### config.mk
export PLATFORM = sky130hd
export DESIGN_NAME = utf8_stream_validator_core
export DESIGN_NICKNAME = d
export VERILOG_FILES = /design/src/sv/utf8v_pkg.sv /design/src/sv/utf8v_step.sv /design/src/sv/utf8_stream_validator_core.sv
export VERILOG_INCLUDE_DIRS = /design/src /design/src/sv
export SDC_FILE = /design/constraint.sdc
export NUM_CORES = 1
export LEC_CHECK = 0
export BUFFER_PORTS_ARGS = -buffer_cell sky130_fd_sc_hd__buf_2
export CORE_UTILIZATION = 63
export DETAILED_ROUTE_END_ITERATION = 7
export GPL_TIMING_DRIVEN = 0
export MAX_ROUTING_LAYER = met4
export PLACE_DENSITY_LB_ADDON = 0.25
export SYNTH_ARGS = -nofsm -noshare
export SYNTH_HDL_FRONTEND = slang
export SYNTH_HIERARCHICAL = 1
export SYNTH_SLANG_ARGS = --single-unit
### constraint.sdc
create_clock -name i_clk -period 6.2 [get_ports i_clk]
set_input_delay 0.93 -clock i_clk [delete_from_list [all_inputs] [get_ports i_clk]]
set_output_delay 0.93 -clock i_clk [all_outputs]
set_load 0.03 [all_outputs]
### src/sv/utf8_stream_validator_core_defines.svh
// Assertion macros shared by the UTF-8 stream validator RTL.
// Each macro expects i_clk and i_rst_n in the scope where it is used.
`ifndef UTF8_STREAM_VALIDATOR_CORE_DEFINES_SVH
`define UTF8_STREAM_VALIDATOR_CORE_DEFINES_SVH

// Consequent must hold in the same cycle as the antecedent.
`define UVC_ASSERT_SAME(lbl, ante, cons, msg) \
    lbl: assert property (@(posedge i_clk) disable iff (!i_rst_n) \
        (ante) |-> (cons)) else $error(msg);

// Consequent must hold in the cycle after the antecedent.
`define UVC_ASSERT_NEXT(lbl, ante, cons, msg) \
    lbl: assert property (@(posedge i_clk) disable iff (!i_rst_n) \
        (ante) |=> (cons)) else $error(msg);

`endif

### src/sv/utf8v_pkg.sv
// Shared types and constants for the UTF-8 stream validator.
// No dependencies; used by utf8v_step and utf8_stream_validator_core.
`default_nettype none

package utf8v_pkg;

    localparam int COUNT_WIDTH = 32;
    localparam int TOTAL_WIDTH = 32;

    // Lead and continuation byte masks and patterns.
    localparam logic [7:0] MASK_ASCII = 8'h80;
    localparam logic [7:0] MASK_LEAD2 = 8'hE0;
    localparam logic [7:0] PAT_LEAD2  = 8'hC0;
    localparam logic [7:0] MASK_LEAD3 = 8'hF0;
    localparam logic [7:0] PAT_LEAD3  = 8'hE0;
    localparam logic [7:0] MASK_LEAD4 = 8'hF8;
    localparam logic [7:0] PAT_LEAD4  = 8'hF0;
    localparam logic [7:0] MASK_CONT  = 8'hC0;
    localparam logic [7:0] PAT_CONT   = 8'h80;

    typedef enum logic [1:0] {
        ERR_NONE  = 2'd0,
        ERR_LEAD  = 2'd1,
        ERR_CONT  = 2'd2,
        ERR_TRUNC = 2'd3
    } t_err;

    typedef struct packed {
        logic [7:0] data_byte;
        logic       byte_present;
        logic       last_byte;
    } t_in_item;

    typedef struct packed {
        logic                   is_valid;
        logic [1:0]             error_kind;
        logic [TOTAL_WIDTH-1:0] symbol_total;
    } t_out_item;

    typedef struct packed {
        logic [1:0]             pending;
        t_err                   err;
        logic [COUNT_WIDTH-1:0] count;
    } t_state;

endpackage

`default_nettype wire

### src/sv/utf8v_step.sv
// Per-beat decode: classifies one byte and forms the next validator state
// and the buffer result. Depends on utf8v_pkg.
`default_nettype none

module utf8v_step
    import utf8v_pkg::*;
(
    input  t_state    i_state,
    input  t_in_item  i_item,
    output t_state    o_state,
    output t_out_item o_result
);

    logic [1:0]             lead_pending;
    logic                   lead_ok;
    logic                   is_cont;
    logic [COUNT_WIDTH-1:0] count_inc;
    t_state                 after_byte;
    t_err                   final_err;
    logic [63:0]            count_ext;

    // Continuation bytes owed after a lead byte; lead_ok low means a bad lead.
    always_comb begin
        lead_ok      = 1'b1;
        lead_pending = 2'd0;
        if ((i_item.data_byte & MASK_ASCII) == 8'h00) begin
            lead_pending = 2'd0;
        end else if ((i_item.data_byte & MASK_LEAD2) == PAT_LEAD2) begin
            lead_pending = 2'd1;
        end else if ((i_item.data_byte & MASK_LEAD3) == PAT_LEAD3) begin
            lead_pending = 2'd2;
        end else if ((i_item.data_byte & MASK_LEAD4) == PAT_LEAD4) begin
            lead_pending = 2'd3;
        end else begin
            lead_ok = 1'b0;
        end
    end

    assign is_cont   = (i_item.data_byte & MASK_CONT) == PAT_CONT;
    assign count_inc = (i_state.count == '1) ? i_state.count
                                             : i_state.count + 1'b1;

    always_comb begin
        after_byte = i_state;
        if (i_item.byte_present && i_state.err == ERR_NONE) begin
            if (i_state.pending == 2'd0) begin
                if (!lead_ok) begin
                    after_byte.err = ERR_LEAD;
                end else if (lead_pending == 2'd0) begin
                    after_byte.count = count_inc;
                end else begin
                    after_byte.pending = lead_pending;
                end
            end else if (is_cont) begin
                after_byte.pending = i_state.pending - 2'd1;
                if (i_state.pending == 2'd1) begin
                    after_byte.count = count_inc;
                end
            end else begin
                after_byte.err = ERR_CONT;
            end
        end
    end

    always_comb begin
        final_err = after_byte.err;
        if (after_byte.err == ERR_NONE && after_byte.pending != 2'd0) begin
            final_err = ERR_TRUNC;
        end
    end

    assign count_ext = 64'(after_byte.count);

    always_comb begin
        o_result.is_valid     = (final_err == ERR_NONE);
        o_result.error_kind   = final_err;
        o_result.symbol_total = count_ext[TOTAL_WIDTH-1:0];
    end

    // The last beat of a buffer returns the state to its cleared value.
    always_comb begin
        if (i_item.last_byte) begin
            o_state.pending = 2'd0;
            o_state.err     = ERR_NONE;
            o_state.count   = '0;
        end else begin
            o_state = after_byte;
        end
    end

endmodule

`default_nettype wire

### src/sv/utf8_stream_validator_core.sv
// UTF-8 stream validator: takes one byte beat per clock and returns one
// result beat per buffer, on the beat marked last. A beat goes into the
// input register, is decoded against the running state as it leaves it,
// and its result lands in the output register, which presents it. Sustained
// rate is one beat per cycle; input stalls only while a result waits in
// the output register and the next last beat needs it. Overlong forms and
// surrogates are not flagged.
// Depends on utf8v_pkg, utf8v_step and utf8_stream_validator_core_defines.svh.
`default_nettype none

`include "utf8_stream_validator_core_defines.svh"

module utf8_stream_validator_core
    import utf8v_pkg::*;
(
    input  wire        i_clk,
    input  wire        i_rst_n,
    input  wire        i_in_valid,
    output logic       o_in_ready,
    input  t_in_item   i_in_data,
    output logic       o_out_valid,
    input  wire        i_out_ready,
    output t_out_item  o_out_data
);

    logic      r_in_valid;
    t_in_item  r_in;
    t_state    r_state;
    t_state    n_state;
    logic      r_out_valid;
    t_out_item r_out;
    t_out_item step_result;
    logic      out_free;
    logic      advance;
    logic      load_result;

    utf8v_step u_step (
        .i_state  (r_state),
        .i_item   (r_in),
        .o_state  (n_state),
        .o_result (step_result)
    );

    // Beats that produce no result never wait on the output side.
    assign out_free    = !r_out_valid || i_out_ready;
    assign advance     = r_in_valid && (!r_in.last_byte || out_free);
    assign load_result = advance && r_in.last_byte;
    assign o_in_ready  = !r_in_valid || advance;

    always_ff @(posedge i_clk) begin
        if (!i_rst_n) begin
            r_in_valid <= 1'b0;
        end else if (o_in_ready) begin
            r_in_valid <= i_in_valid;
        end
    end

    always_ff @(posedge i_clk) begin
        if (o_in_ready && i_in_valid) begin
            r_in <= i_in_data;
        end
    end

    always_ff @(posedge i_clk) begin
        if (!i_rst_n) begin
            r_state.pending <= 2'd0;
            r_state.err     <= ERR_NONE;
            r_state.count   <= '0;
        end else if (advance) begin
            r_state <= n_state;
        end
    end

    always_ff @(posedge i_clk) begin
        if (!i_rst_n) begin
            r_out_valid <= 1'b0;
        end else if (load_result) begin
            r_out_valid <= 1'b1;
        end else if (i_out_ready) begin
            r_out_valid <= 1'b0;
        end
    end

    always_ff @(posedge i_clk) begin
        if (load_result) begin
            r_out <= step_result;
        end
    end

    assign o_out_valid = r_out_valid;
    assign o_out_data  = r_out;

    `UVC_ASSERT_NEXT(a_clear_after_last, load_result,
        (r_state.pending == 2'd0 && r_state.err == ERR_NONE && r_state.count == '0),
        "validator state not cleared after the last beat of a buffer")
    `UVC_ASSERT_NEXT(a_error_sticky, (r_state.err != ERR_NONE && !load_result),
        (r_state.err == $past(r_state.err)),
        "recorded error changed before the buffer ended")
    `UVC_ASSERT_NEXT(a_count_monotonic, !load_result,
        (r_state.count >= $past(r_state.count)),
        "symbol count went down inside a buffer")
    `UVC_ASSERT_SAME(a_result_kind_match, load_result,
        (step_result.is_valid == (step_result.error_kind == ERR_NONE)),
        "valid flag disagrees with error kind")

endmodule

`default_nettype wire
==> out/results.ini, run 1 <==
[layout]
nNetsFinal=481
area_delta_synth_final_pct=12.47
utilization=0.7320
instances_no_fill=546
antenna_cells=0
drive_gt1_frac=0.1663
final_area_um2=4648

[placement]
dp.cells=530
place_hpwl_um=5692
place.gp.congestion=0.8612
place_area_um2=4461
io_buffers=46

[clock_network]
root_buffer=clkbuf_8
cts.repair.resized=0
clock_path_buffers=2
cts_inserted_buffers=9
cts_sinks=80
clk_pin_slew_ps=80
hold_buffers=0
postCtsSetupBuffers=0
clock_latency_ps=360
ctsHtreeMaxLevel=3
tritoncts=done

[floorplanning]
core.rowCount=29
die_w_um=82.99
coreArea_um2=6350
io_pins=51
dieHeight_um=82.99
start_util=0.6508
die_area_um2=6887

[critical_path]
critPathLaunchType=flip-flop
required_ps=6490
arrival_ps=3240
r2r_setup_slack_ps=3260
cp_max_fo=10
crit_type=reg2reg
r2r_cells=11
r2r-end=r_state[17]$_SDFFE_PN0P_
r2r-start=r_state[34]$_SDFFE_PN0P_
crit_path_end_kind=flip-flop

[route]
antenna_left=0
drc=0
wl_per_cell_um=15.42
first_pass_iters=5
wl_um=8417
first_iter_violations=187
avgViaCountPerCell=5.817
via_count=3176

[timing]
clock_skew_ps=9.938
fmax_mhz=339.8
max_slew_margin=0.4210
hold_violations=0
max_slew.worst_pin.slew_ps=868.4
tns_ps=0
finalCritPeriodShare=0.4746
slew_violations=0
rsz0062_at_grt=no
finalSetupViolCount=0
fin_crit_ps=2943

[global_route]
grt_pass1_vias=3106
grt_max_degree=36
grt_pass1_wl_um=14130
grt_overflow_total=0
grt_usage=0.2647
antenna_found_initial=0

[synthesis]
synthCells=407
synthesis.nets=424
syn_area_per_cell_um2=10.15
mappedNetlistArea_um2=4133
ys_warn_count=6

[pwr]
p_leak_uw=0.001786
cellPowerDensity_nw_per_um2=215.6
ir_drop_mv=0.1459

[min_path]
hp-class=reg2reg
hold_depth=2
hold_path_end=r_state[35]$_SDFFE_PN0P_
hp-start=r_state[35]$_SDFFE_PN0P_

[run_status]
outcome=complete, no violations

[run]
maxCapViolCount=0

[layer usage]
metal | GRT usage | vias to the layer above | wire length, µm
li1 | - | 1519 | -
met1 | 0.3344 | 1494 | 3721
met2 | 0.4136 | 144 | 4044
met3 | 0.04672 | 19 | 505
met4 | 0.1301 | 0 | 144
met5 | - | - | 0
[sequential cells by signal, indices dropped and copies added, names as in the netlist]
register,count
r_in,7
r_state,36
o_out_data,35
o_out_valid,1
r_in_valid,1
[cell type report]
| cell class | instances | area, µm² |
|---|---|---|
| Sequential cell | 80 | 2022 |
| Multi-Input combinational cell | 300 | 1948 |
| Fill cell | 455 | 1702 |
| Timing Repair Buffer | 46 | 230.2 |
| Clock buffer | 10 | 127.6 |
| Buffer | 17 | 126.4 |
| Tap cell | 77 | 96.34 |
| Clock inverter | 6 | 60.06 |
| Inverter | 10 | 37.54 |
[power breakdown]
group	internal (µW)	switching [µW]	leakage, µW
Sequential	562	5.09	0.000752
Combinational	22.0	40.7	0.000950
Clock	183	190	0.0000836
[critical path, stage by stage, from the launching register on]
cell and delay, ps:
dfxtp_1 380, inv_1 100, ha_1 210, buf_6 140, nand4bb_4 240, a2111oi_4 450, o41ai_4 270, or4_1 550
xnor2_1 180, nor2b_1 150, nand2_1 60, mux2i_1 140
[placed cells by master (no fill, tap or decap), drive strengths merged, types with 10 or more instances in the layout]
cell type / count
dfxtp: 38
nand3: 14
buf: 54
nand2: 88
xor2: 16
mux2i: 38
inv: 10
edfxtp: 42
clkbuf: 19
nor2b: 38
xnor2: 12
nor2: 19
[worst max-delay path by stage]
stage,startpoint,end,slack (ps),cells past startpoint
finish,r_state[34]$_SDFFE_PN0P_,r_state[17]$_SDFFE_PN0P_,3260,11
CTS,r_state[34]$_SDFFE_PN0P_,r_state[17]$_SDFFE_PN0P_,3300,11
global placement,i_out_ready,o_out_data[15]$_DFFE_PP_,2920,6
detailed placement,r_state[34]$_SDFFE_PN0P_,r_state[17]$_SDFFE_PN0P_,3340,11
global route,r_state[34]$_SDFFE_PN0P_,r_state[17]$_SDFFE_PN0P_,3070,11
floorplan,i_out_ready,o_out_data[0]$_DFFE_PP_,3490,5
[per-stage QoR]
step	hold WS [ps]	worst slack [ps]	power (µW)
6_report	469.0	3257	1002
5_1_grt	496.3	3074	1032
4_1_cts	470.6	3299	1004
3_5_place_dp	460.2	3341	641.0
3_3_place_gp	443.5	2923	639.5
2_1_floorplan	434.7	3490	623.3
Power figures use the tool's default switching activity.
==> inputs of run 2 (changes only) <==
--- a/config.mk
+++ b/config.mk
@@ -7,7 +7,7 @@
 export NUM_CORES = 1
 export LEC_CHECK = 0
 export BUFFER_PORTS_ARGS = -buffer_cell sky130_fd_sc_hd__buf_2
-export CORE_UTILIZATION = 63
+export CORE_UTILIZATION = 53
 export DETAILED_ROUTE_END_ITERATION = 7
 export GPL_TIMING_DRIVEN = 0
 export MAX_ROUTING_LAYER = met4
==> constraint.sdc (replaced) <==
create_clock -name i_clk -period 2.4 [get_ports i_clk]
set_input_delay 0.36 -clock i_clk [delete_from_list [all_inputs] [get_ports i_clk]]
set_output_delay 0.36 -clock i_clk [all_outputs]
set_load 0.03 [all_outputs]
==> run 2 against run 1 <==
Net effect:
- the run now ends with negative setup slack left
- sequential cell count unchanged
- total power increased to 2.6 times the previous value
- clock power grew to 2.6 times the previous value
- register-to-register slack got worse by 3400 ps
- clock skew is 4.3 ps higher
- final area grew 16%
- hold slack got worse by 290 ps
- critical path depth shrank 1
- largest cell class is now multi-input combinational cells
==> out/results.ini, run 2 (same netlist as run 1, synthesis figures left out) <==
[run_status]
outcome=finished, violations left
violations=negative setup slack

[clock_network]
clk_pin_slew_ps=80
cts_inserted_buffers=9
clock_path_buffers=2
ctsHtreeMaxLevel=3
hold_buffers=0
tritoncts=done
cts_sinks=80
clock_latency_ps=360
root_buffer=clkbuf_8

[layout]
antenna_cells=0
nNetsFinal=515
most-common-layout-cells=86 x nand2_1, 49 x buf_2, 42 x edfxtp_1
largest_reg_flops=36
final_area_um2=5410
final_common_cell=nand2_1
instances_no_fill=602
top_register=r_state
drive_gt1_frac=0.3718
area_delta_synth_final_pct=30.91

[global_route]
grt_max_degree=36
grt_pass1_vias=3045
grt_usage=0.2318
grt_pass1_wl_um=14430
antenna_found_initial=0
grt_overflow_total=0

[route]
avgViaCountPerCell=5.543
first_pass_iters=5
via_count=3337
wl_um=9563
first_iter_violations=268
antenna_left=0
wl_per_cell_um=15.89
drc=0

[pwr]
p_leak_uw=0.002145
ir_drop_mv=0.3213
power_uw=2625
cellPowerDensity_nw_per_um2=485.1

[critical_path]
required_ps=2680
r2r_setup_slack_ps=-150
cp_cell_sequence=inv_4 > ha_4 > buf_4 > nor4bb_4 > o21ai_1 > nor4b_2 > xor2_1 > nor2b_1 > nand2_1 > mux2i_1
crit_type=reg2reg
arrival_ps=2830
cp_slowest_cell=nor4b_2
cpPeakStageDelay_ps=380
cp_max_fo=5
critPathLaunchType=flip-flop
crit_path_end_kind=flip-flop

[timing]
finalSetupViolCount=12
max_slew_margin=0.4181
max_slew.worst_pin.slew_ps=872.8
hold_violations=0
fmax_mhz=392.4
slew_violations=0
clock_skew_ps=14.27
worst_slack_ps=-148.4
fin_crit_ps=2548
finalCritPeriodShare=1.062
rsz0062_at_grt=yes

[floorplanning]
coreArea_um2=7408
io_pins=51
die_area_um2=8155
start_util=0.5578
core.rowCount=31
die_w_um=90.31
dieHeight_um=90.31

[placement]
place_hpwl_um=5541
pre_cts_ws_ps=-399.6
place.gp.congestion=0.8760
place_area_um2=4502
dp.cells=552
io_buffers=46

[min_path]
hp-class=in2reg

[run]
maxCapViolCount=0

run 2: changes by cell type in the layout (fill, tap and decap cells not counted), moves of 5 or more:
cell / before / now
buf_4: 0 / 29
dfxtp_1: 38 / 22
dfxtp_2: 0 / 15
nand3_1: 14 / 9
nor2_1: 19 / 14
nor2_4: 0 / 5
nor2b_1: 37 / 28
nor2b_2: 0 / 7
nor3_1: 9 / 3
xnor2_1: 12 / 4
xnor2_2: 0 / 8
xor2_1: 16 / 11
xor2_2: 0 / 5
run 2: repair_timing:
| item | 4_1_cts | 5_1_grt |
|---|---|---|
| endpoints found under the setup margin | 46 | 74 |
| gates resized for setup | 38 | 59 |
| pin swaps | 14 | 13 |
| buffers inserted | 22 | 17 |
run 2: worst max-delay path, delay by kind of cell (launching register included):
kind	cells	cell delay, ps
adders and majority gates	1	170
xor gates and xnor gates	1	340
muxes	1	150
buffers and inverters	2	190
AOI/OAI and AO/OA	1	250
and+or+nand+nor	4	1040
DFF	1	350
run 2: where the power goes:
part	internal (µW)	switching [µW]	total (µW)	leakage, µW
sequential	1450	13.1	1460	0.000761
combinational	63.2	112	176	0.00129
clock	482	505	986	0.0000895
run 2: layout make-up:
cell class,instances,area [µm²]
plain buffers,15,111.4
clock buffers,11,131.4
clock inverters,5,58.81
fillers,484,1998
inverters,10,42.54
multi-input cells,300,2354
flip-flops and latches,80,2044
well taps,99,123.9
repair buffers,82,544.3
run 2: worst paths after layout:
check | start | to | cells after the start
max | r_state[35]$_SDFFE_PN0P_ | r_state[3]$_SDFFE_PN0P_ | 10
min | i_in_data[5] | r_in[5]$_DFFE_PP_ | 1
max reg2reg | r_state[35]$_SDFFE_PN0P_ | r_state[3]$_SDFFE_PN0P_ | 10
min reg2reg | r_state[35]$_SDFFE_PN0P_ | r_state[35]$_SDFFE_PN0P_ | 2
run 2: routing by layer:
| metal | vias to the layer above | track usage | wire (µm) |
|---|---|---|---|
| li1 | 1577 | - | - |
| met1 | 1601 | 0.2918 | 4023 |
| met2 | 142 | 0.3670 | 4774 |
| met3 | 17 | 0.04209 | 602 |
| met4 | 0 | 0.1022 | 163 |
| met5 | - | - | 0 |
run 2: stage by stage:
stage          hold slack (ps)  TNS, ps  utilization
2_1_floorplan            443.5   -107.3            -
3_3_place_gp             455.6   -20490       0.6075
6_report                 179.5   -488.1       0.7303
4_1_cts                  164.0   -835.1       0.6791
3_5_place_dp             467.4    -7869       0.6077
5_1_grt                  167.9    -4784       0.7303
==> inputs of run 3 (changes only) <==
--- a/config.mk
+++ b/config.mk
@@ -6,11 +6,11 @@
 export SDC_FILE = /design/constraint.sdc
 export NUM_CORES = 1
 export LEC_CHECK = 0
+export ABC_AREA = 1
 export BUFFER_PORTS_ARGS = -buffer_cell sky130_fd_sc_hd__buf_2
-export CORE_UTILIZATION = 53
+export CORE_UTILIZATION = 64
 export DETAILED_ROUTE_END_ITERATION = 7
 export GPL_TIMING_DRIVEN = 0
-export MAX_ROUTING_LAYER = met4
 export PLACE_DENSITY_LB_ADDON = 0.25
 export SYNTH_ARGS = -nofsm -noshare
 export SYNTH_HDL_FRONTEND = slang
==> constraint.sdc (replaced) <==
create_clock -name i_clk -period 3 [get_ports i_clk]
set_input_delay 0.45 -clock i_clk [delete_from_list [all_inputs] [get_ports i_clk]]
set_output_delay 0.45 -clock i_clk [all_outputs]
set_load 0.03 [all_outputs]
==> run 3 against run 2 <==
Net effect:
- the flow now finishes without violations
- sequential share of layout area shrank 0.43 points
- final area is essentially flat
- critical endpoint is now r_state[1]$_SDFFE_PN0P_
- hold slack better by 96 ps
- total power shrank 4.9%
- highest routed layer unchanged
- sequential cell count unchanged
- register-to-register slack better by 690 ps
==> out/results.ini, run 3 <==
[run_status]
outcome=complete, no violations

[timing]
finalSetupViolCount=0
tns_ps=0
hold_violations=0
holdWs_ps=275.5
max_slew.worst_pin.slew_ps=816.8
finalCritPeriodShare=0.8205
fin_crit_ps=2461
rsz0062_at_grt=no
max_slew_margin=0.4555
fmax_mhz=406.3
slew_violations=0
clock_skew_ps=12.04

[synthesis]
synthesis.nets=701
syn_area_per_cell_um2=7.097
synthCells=684
ys_warn_count=6
mappedNetlistArea_um2=4855

[floorplanning]
core.rowCount=31
coreArea_um2=7292
io_pins=51
start_util=0.6658
dieHeight_um=89.10
die_area_um2=7938
die_w_um=89.10

[route]
first_iter_violations=355
avgViaCountPerCell=5.589
wl_per_cell_um=14.81
wl_um=12500
antenna_left=0
drc=0
first_pass_iters=5
via_count=4717

[critical_path]
cpPeakStageDelay_ps=410
cp_cell_sequence=ha_1 > nand2_2 > nor2_4 > nand2_2 > nor2_4 > nand3_2 > nand2_2 > inv_2 > or2_0 > o21ai_0 > nor2_1 > inv_1 > nand3_1 > nand2_1 > nor2_1
cp_slowest_cell=dfxtp_1
crit_family=simple AND/OR/NAND/NOR gates
critPathLaunchType=flip-flop
timing.critical_path.mode_cell=nand2_2
crit_type=reg2reg
crit_path_end_kind=flip-flop
arrival_ps=2700
cp_num_buf_inv=2
required_ps=3240
cp_max_fo=7

[placement]
io_buffers=46
place_area_um2=5209
place.gp.congestion=0.9557
place_hpwl_um=8957
dp.cells=829

[global_route]
grt_pass1_wl_um=20020
grt_overflow_total=0
use_met2=0.5684
top_usage_layer=met2
antenna_found_initial=0
use_met3=0.06002
grt_pass1_vias=4297
grt_max_degree=36
grt_usage=0.3353
met1_usage=0.4271

[layout]
top_register=r_state
nFillCells=620
largest_reg_flops=36
most-common-layout-cells=162 x nand2_1, 102 x inv_1, 99 x nor2_1
nNetsFinal=758
drive_gt1_frac=0.1584
instances_no_fill=844
area_delta_synth_final_pct=11.49
final_common_cell=nand2_1
final_area_um2=5413
antenna_cells=0

[clock_network]
tritoncts=done
clock_path_buffers=2
postCtsSetupBuffers=0
hold_buffers=0
ctsHtreeMaxLevel=3
cts.repair.resized=0
clk_pin_slew_ps=80
cts_inserted_buffers=9
cts_sinks=80
clock_latency_ps=350
root_buffer=clkbuf_8

[pwr]
p_clk_frac=0.340
p_seq_frac=0.507
p_int_uw=1800
combPwrFrac=0.153
sw_frac_of_total=0.2787
p_leak_uw=0.002353
cellPowerDensity_nw_per_um2=461.1
switchingPower_uw=695.7
ir_drop_mv=0.3366

[run]
maxCapViolCount=0

[min_path]
hp-class=in2reg

[run 3: power groups by stage]
stage	Combinational (µW)	Clock [µW]	Sequential, µW
2_1_floorplan	253	0	1300
6_report	382	849	1260
3_3_place_gp	359	0	1290
5_1_grt	425	903	1270
3_5_place_dp	374	0	1290
4_1_cts	377	866	1260
[run 3: cell type report]
class	count	area, µm²	share of cell area
clock inverters	4	72.57	0.01341
multi-input cells	468	2241	0.4140
inverters	108	405.4	0.07490
clock buffers	11	131.4	0.02427
plain buffers	28	186.4	0.03444
well taps	99	123.9	0.02288
repair buffers	46	230.2	0.04253
flip-flops and latches	80	2022	0.3736
[run 3: worst register-to-register path, cell delays in order (launching register included)]
cell and delay (ps):
dfxtp_1 410, ha_1 230, nand2_2 80, nor2_4 140
nand2_2 110, nor2_4 170, nand3_2 110, nand2_2 190
inv_2 120, or2_0 240, o21ai_0 140, nor2_1 80
inv_1 100, nand3_1 90, nand2_1 100, nor2_1 50
[run 3: per-stage QoR]
| stage | util | power [µW] | worst slack (ps) |
|---|---|---|---|
| floorplan | - | 1558 | 1037 |
| global placement | 0.7143 | 1644 | 482.7 |
| detailed placement | 0.7143 | 1662 | 373.1 |
| CTS | 0.7423 | 2506 | 416.1 |
| global route | 0.7423 | 2601 | 358.1 |
| finish | 0.7423 | 2496 | 538.6 |
[run 3: routing by layer]
metal | vias to the layer above | part of all wire
met5 | - | 0
met4 | 0 | 0.025
met3 | 31 | 0.078
met2 | 222 | 0.48
met1 | 2171 | 0.42
li1 | 2293 | -
[run 3: worst paths after layout]
check / startpoint / endpoint / slack, ps / cells after the start
setup / recovery: r_state[0]$_SDFFE_PN0P_ / r_state[1]$_SDFFE_PN0P_ / 540 / 15
hold reg to reg: r_state[34]$_SDFFE_PN0P_ / r_state[34]$_SDFFE_PN0P_ / 530 / 2
setup reg to reg: r_state[0]$_SDFFE_PN0P_ / r_state[1]$_SDFFE_PN0P_ / 540 / 15
hold / removal: i_in_data[5] / r_in[5]$_DFFE_PP_ / 280 / 1
